===== config.mk =====
export PLATFORM = sky130hd
export DESIGN_NAME = frc_frame_core
export DESIGN_NICKNAME = d
export VERILOG_FILES = /design/src/rtl/frc_pkg.sv /design/src/rtl/frc_frame_core.sv
export SDC_FILE = /design/constraint.sdc
export NUM_CORES = 1
export LEC_CHECK = 0
export ABC_CLOCK_PERIOD_IN_PS = 4019
export BUFFER_PORTS_ARGS = -buffer_cell sky130_fd_sc_hd__buf_2
export CAP_MARGIN = 20
export CORE_MARGIN = 2
export CORE_UTILIZATION = 57
export CTS_CLUSTER_SIZE = 8
export DETAILED_ROUTE_END_ITERATION = 6
export PLACE_DENSITY = 0.81
export SKIP_LAST_GASP = 1
export SLEW_MARGIN = 20
export SYNTH_ARGS = -nofsm -noshare
export SYNTH_HDL_FRONTEND = slang
export SYNTH_SLANG_ARGS = --single-unit
export TNS_END_PERCENT = 20

===== constraint.sdc =====
create_clock -name clk -period 4.02 [get_ports clk]
set_clock_uncertainty 0.2 [all_clocks]
set_input_delay 0.804 -clock clk [delete_from_list [all_inputs] [get_ports clk]]
set_output_delay 0.804 -clock clk [all_outputs]
set_load 0.1 [all_outputs]

===== src/rtl/frc_pkg.sv =====
`default_nettype none

package frc_pkg;

  localparam logic [7:0] PayloadStart = 8'd3;
  localparam logic [7:0] SumEnd = 8'd250;
  localparam logic [7:0] ChecksumHi = 8'd250;
  localparam logic [7:0] ChecksumLo = 8'd251;
  localparam logic [7:0] LastPos = 8'd255;
  localparam logic [7:0] TypePos = 8'd0;
  localparam logic [7:0] LengthHi = 8'd1;
  localparam logic [7:0] LengthLo = 8'd2;
  localparam logic [15:0] PayloadMax = 16'd247;

  localparam logic KindData = 1'b0;
  localparam logic KindVerdict = 1'b1;

  typedef struct packed {
    logic [7:0] frame_byte;
  } frc_in_t;

  typedef struct packed {
    logic kind;
    logic [7:0] data_byte;
    logic [7:0] frame_type;
    logic [15:0] payload_length;
    logic [31:0] stamp;
    logic checksum_ok;
    logic length_error;
  } frc_result_t;

endpackage

`default_nettype wire


===== src/rtl/frc_frame_core.sv =====
`default_nettype none

module frc_frame_core (
  input  wire logic clk,
  input  wire logic rst,
  input  wire logic take,
  input  wire logic [7:0] frame_byte,
  output logic emit,
  output frc_pkg::frc_result_t result
);

  logic [7:0] position;
  logic [15:0] running_sum;
  logic [7:0] held_type;
  logic [15:0] held_length;
  logic [15:0] held_checksum;
  logic [31:0] held_stamp;

  logic [15:0] running_sum_next;
  logic [7:0] held_type_next;
  logic [15:0] held_length_next;
  logic [15:0] held_checksum_next;
  logic [31:0] held_stamp_next;
  logic [7:0] payload_index;

  assign payload_index = position - frc_pkg::PayloadStart;

  always_comb begin
    running_sum_next = running_sum;
    held_type_next = held_type;
    held_length_next = held_length;
    held_checksum_next = held_checksum;
    held_stamp_next = held_stamp;
    emit = 1'b0;
    result = '0;

    if (position == frc_pkg::TypePos) begin
      running_sum_next = {8'd0, frame_byte};
    end else if (position < frc_pkg::SumEnd) begin
      running_sum_next = running_sum + {8'd0, frame_byte};
    end

    if (position == frc_pkg::TypePos) begin
      held_type_next = frame_byte;
    end else if (position == frc_pkg::LengthHi) begin
      held_length_next = {frame_byte, 8'd0};
    end else if (position == frc_pkg::LengthLo) begin
      held_length_next = {held_length[15:8], frame_byte};
    end else if (position < frc_pkg::SumEnd) begin
      // The payload window ends at the checksum, so at most 247 bytes pass.
      if ({8'd0, payload_index} < held_length) begin
        emit = 1'b1;
        result.kind = frc_pkg::KindData;
        result.data_byte = frame_byte;
      end
    end else if (position == frc_pkg::ChecksumHi) begin
      held_checksum_next = {frame_byte, 8'd0};
    end else if (position == frc_pkg::ChecksumLo) begin
      held_checksum_next = {held_checksum[15:8], frame_byte};
    end else begin
      held_stamp_next = {held_stamp[23:0], frame_byte};
      if (position == frc_pkg::LastPos) begin
        emit = 1'b1;
        result.kind = frc_pkg::KindVerdict;
        result.frame_type = held_type;
        result.payload_length = held_length;
        result.stamp = held_stamp_next;
        result.checksum_ok = (~running_sum == held_checksum);
        result.length_error = (held_length > frc_pkg::PayloadMax);
      end
    end
  end

  always_ff @(posedge clk) begin
    if (rst) begin
      position <= '0;
      running_sum <= '0;
      held_type <= '0;
      held_length <= '0;
      held_checksum <= '0;
      held_stamp <= '0;
    end else if (take) begin
      position <= position + 8'd1;
      running_sum <= running_sum_next;
      held_type <= held_type_next;
      held_length <= held_length_next;
      held_checksum <= held_checksum_next;
      held_stamp <= held_stamp_next;
    end
  end

endmodule

`default_nettype wire


==> results.cfg <==
[outcome]
outcome = finished clean

[timing]
worst_pin_slew_ns = 0.864
relSlewSlack_pct = 42.0
rsz0062_at_grt = yes
timing.setup.tns_ns = 0
setup_viol = 0
fin_crit_sh_pct = 99.0
period_minus_slack_ns = 3.98
hold_ws_ns = 0.255
slew_violations = 0
timing_hold_violations_final = 0
fmax_mhz = 251

[setup_path]
regToRegEndpoint = running_sum[8]$_SDFFE_PP0P_
critical_path.endpoint_type = primary output
path_cells = or4_4, a211oi_2, xor2_1, ha_1, nand4_1, a211oi_2, o21ai_2, and3_4, or2_4, buf_12
cp.buffers_inverters = 1
reg2regPathDepth = 7
critPathLaunchType = flop
slowest_stage = or4_4
r2r_slack_ns = 1.26
slowest_delay_ns = 0.56
crit_family = simple AND/OR/NAND/NOR gates
critPathKind = reg -> out
r2r-start = position[5]$_SDFFE_PP0P_
arrival_ns = 2.98
crit_path_max_fanout = 5
crit_required_ns = 3.02
cp-startpoint = position[4]$_SDFFE_PP0P_
crit_top_cell = a211oi_2

[floorplan]
die_w_um = 95.2
core_area_sq_mm = 0.00813
num_rows = 33
die-area_sq_mm = 0.00906
die_h_um = 95.2
start_util_pct = 58.3
design.portCount = 79

[finish]
layout_common_cells = 118 x nand2_1, 84 x dfxtp_1, 70 x a21oi_1, 69 x buf_2, 57 x and2_1
diodes = 0
design_area_sq_mm = 0.00553
area_growth_pct = 16.7
drive_above_1_share_pct = 19.1
layout.cells.non_filler = 787
post-route-util_pct = 68.0
final_common_cell = nand2_1
nets = 708

[synth]
synth_compound_area_share_pct = 13.7
yosysWarnings = 0
synth_top_family_by_area = simple AND/OR/NAND/NOR gates
mappedNetlistArea_sq_mm = 0.00474
synthFlopType = dfxtp_1
synth_edf_count = 0
synth.ff_latch_count = 88
synth_nets = 654
async_flop_share_pct = 0
yosys.area_share.adder_pct = 5.44
synth-xor-area-share_pct = 6.47
ys_types = 47
synth_area_per_cell_sq_um = 7.61
synth-simple-area-share_pct = 31.5
yosysSeqAreaShare_pct = 37.2
synth_cells = 623
synthMuxAreaShare_pct = 0.211

[cts]
numCtsBuffers = 9
clk_pin_slew_ns = 0.09
cts_max_level = 3
clock_path_buffers = 2
ctsHoldBuffers = 0
clock_sinks = 88
cts_tree = built
cts_root_buf = clkbuf_8
clkLatencyLatePin_ns = 0.36

[power]
vdd_drop_max_v = 0.000205
leakage_nw = 2.23
p_sw_share_pct = 29.3
intPower_mw = 1.29
seq_power_share_pct = 49.8
clkPwrFrac_pct = 34.8
p_comb_share_pct = 15.4
p_per_area_mw_per_mm2 = 331
p_switching_mw = 0.536

[placement]
placed_cell_area_sq_mm = 0.00525
portBuffers = 78
numPlacedInstances = 767
place_congestion = 0.938
place_hpwl_mm = 8.47

[route]
drt_iter0_markers = 306
routed_via_density = 5.68
ant_nets = 0
firstDrtPassIters = 6
wl_per_cell_um = 15.6
drc = 0
num_vias = 4468
drt-total-wl_mm = 12.3

[hold_path]
min-delay-start = held_type[0]$_SDFFE_PP0P_
hold-path-endpoint = held_type[0]$_SDFFE_PP0P_
hold_path_depth = 2
hold_path.class = reg -> reg

[global_route]
antenna_found_initial = 0
grt_start_max_net_pins = 52
grt_remaining_overflow = 0
grt_pass1_vias = 4091
grt_pass1_wl_mm = 19.7
track_usage_pct = 27.7

[flow_run]
cap_violations = 0
[metal layers]
layer	up-vias	track usage (%)	routed length (um)
met3	24	4.43	805
met5	-	0	0
met4	0	10.0	231
li1	2192	-	-
met2	155	45.2	5850
met1	2097	37.0	5380
[registers in the layout, summed over array words and instances (netlist names)]
signal	flops
running_sum	16
held_length	16
position	8
held_checksum	16
held_type	8
held_stamp	24
[through the flow]
stage	setup slack, ns	total power, mW
6_report	0.0385	1.83
5_1_grt	-0.0507	1.90
4_1_cts	0.0209	1.82
3_5_place_dp	0.105	1.20
3_3_place_gp	0.218	1.18
2_1_floorplan	-0.0580	1.12
[synth_stat cells (3+ instances only)]
cell	number	area [sq um]
or3_1	8	50.1
nor3b_1	4	30.0
or2_2	3	18.8
dfxtp_1	88	1760
and3_1	3	18.8
clkbuf_1	30	113
buf_2	13	65.1
nor4_1	3	18.8
xor2_1	24	210
nand3_1	24	120
a22oi_1	8	60.1
a311oi_1	4	35.0
nand4_1	8	50.1
and2_1	59	369
a211oi_1	7	52.6
ha_1	19	238
nor2_1	42	158
inv_1	14	52.6
xnor2_1	11	96.3
nor3_1	16	80.1
nand2_1	118	443
a21oi_1	70	350
o21ai_0	16	80.1
[worst min-delay path: cells and delay by family (launching register included)]
kind,cells,cell delay (ns)
flip-flops,1,0.32
AND/OR/NAND/NOR,1,0.05
AO/OA/AOI/OAI,1,0.05
[power by group through the flow]
stage | Clock (mW) | Sequential, mW | Combinational [mW]
2_1_floorplan | 0 | 0.922 | 0.203
3_3_place_gp | 0 | 0.930 | 0.254
4_1_cts | 0.638 | 0.911 | 0.270
6_report | 0.637 | 0.912 | 0.281
3_5_place_dp | 0 | 0.932 | 0.266
5_1_grt | 0.678 | 0.915 | 0.305
[area by class of cell]
| cell class | count | area, sq um |
|---|---|---|
| Multi-Input combinational cell | 475 | 2760 |
| Inverter | 14 | 52.6 |
| Fill cell | 658 | 2600 |
| Clock buffer | 10 | 138 |
| Timing Repair Buffer | 89 | 608 |
| Sequential cell | 88 | 1770 |
| Tap cell | 105 | 131 |
| Clock inverter | 6 | 67.6 |
[cell families after synthesis]
kind of cell / after synthesis
XOR/XNOR: 35
buffers and inverters: 61
AND/OR/NAND/NOR: 304
adder cells (fa/ha/maj): 20
multiplexers: 1
AO/OA/AOI/OAI: 114
flip-flops: 88
[worst max path at each step]
stage / endpoint / cells after the start / slack [ns]
6_report: emit / 10 / 0.04
2_1_floorplan: result[1] / 6 / -0.06
3_5_place_dp: emit / 10 / 0.10
5_1_grt: result[59] / 10 / -0.05
3_3_place_gp: emit / 10 / 0.22
4_1_cts: emit / 10 / 0.02
[what timing repair did]
action / 4_1_cts / 5_1_grt
gates resized for setup: 7 / 12
setup endpoints to repair: 9 / 9
gates cloned: 0 / 1
pin swaps: 1 / 7
buffers inserted: 0 / 3
No activity file was read; power rests on OpenSTA's default activity.
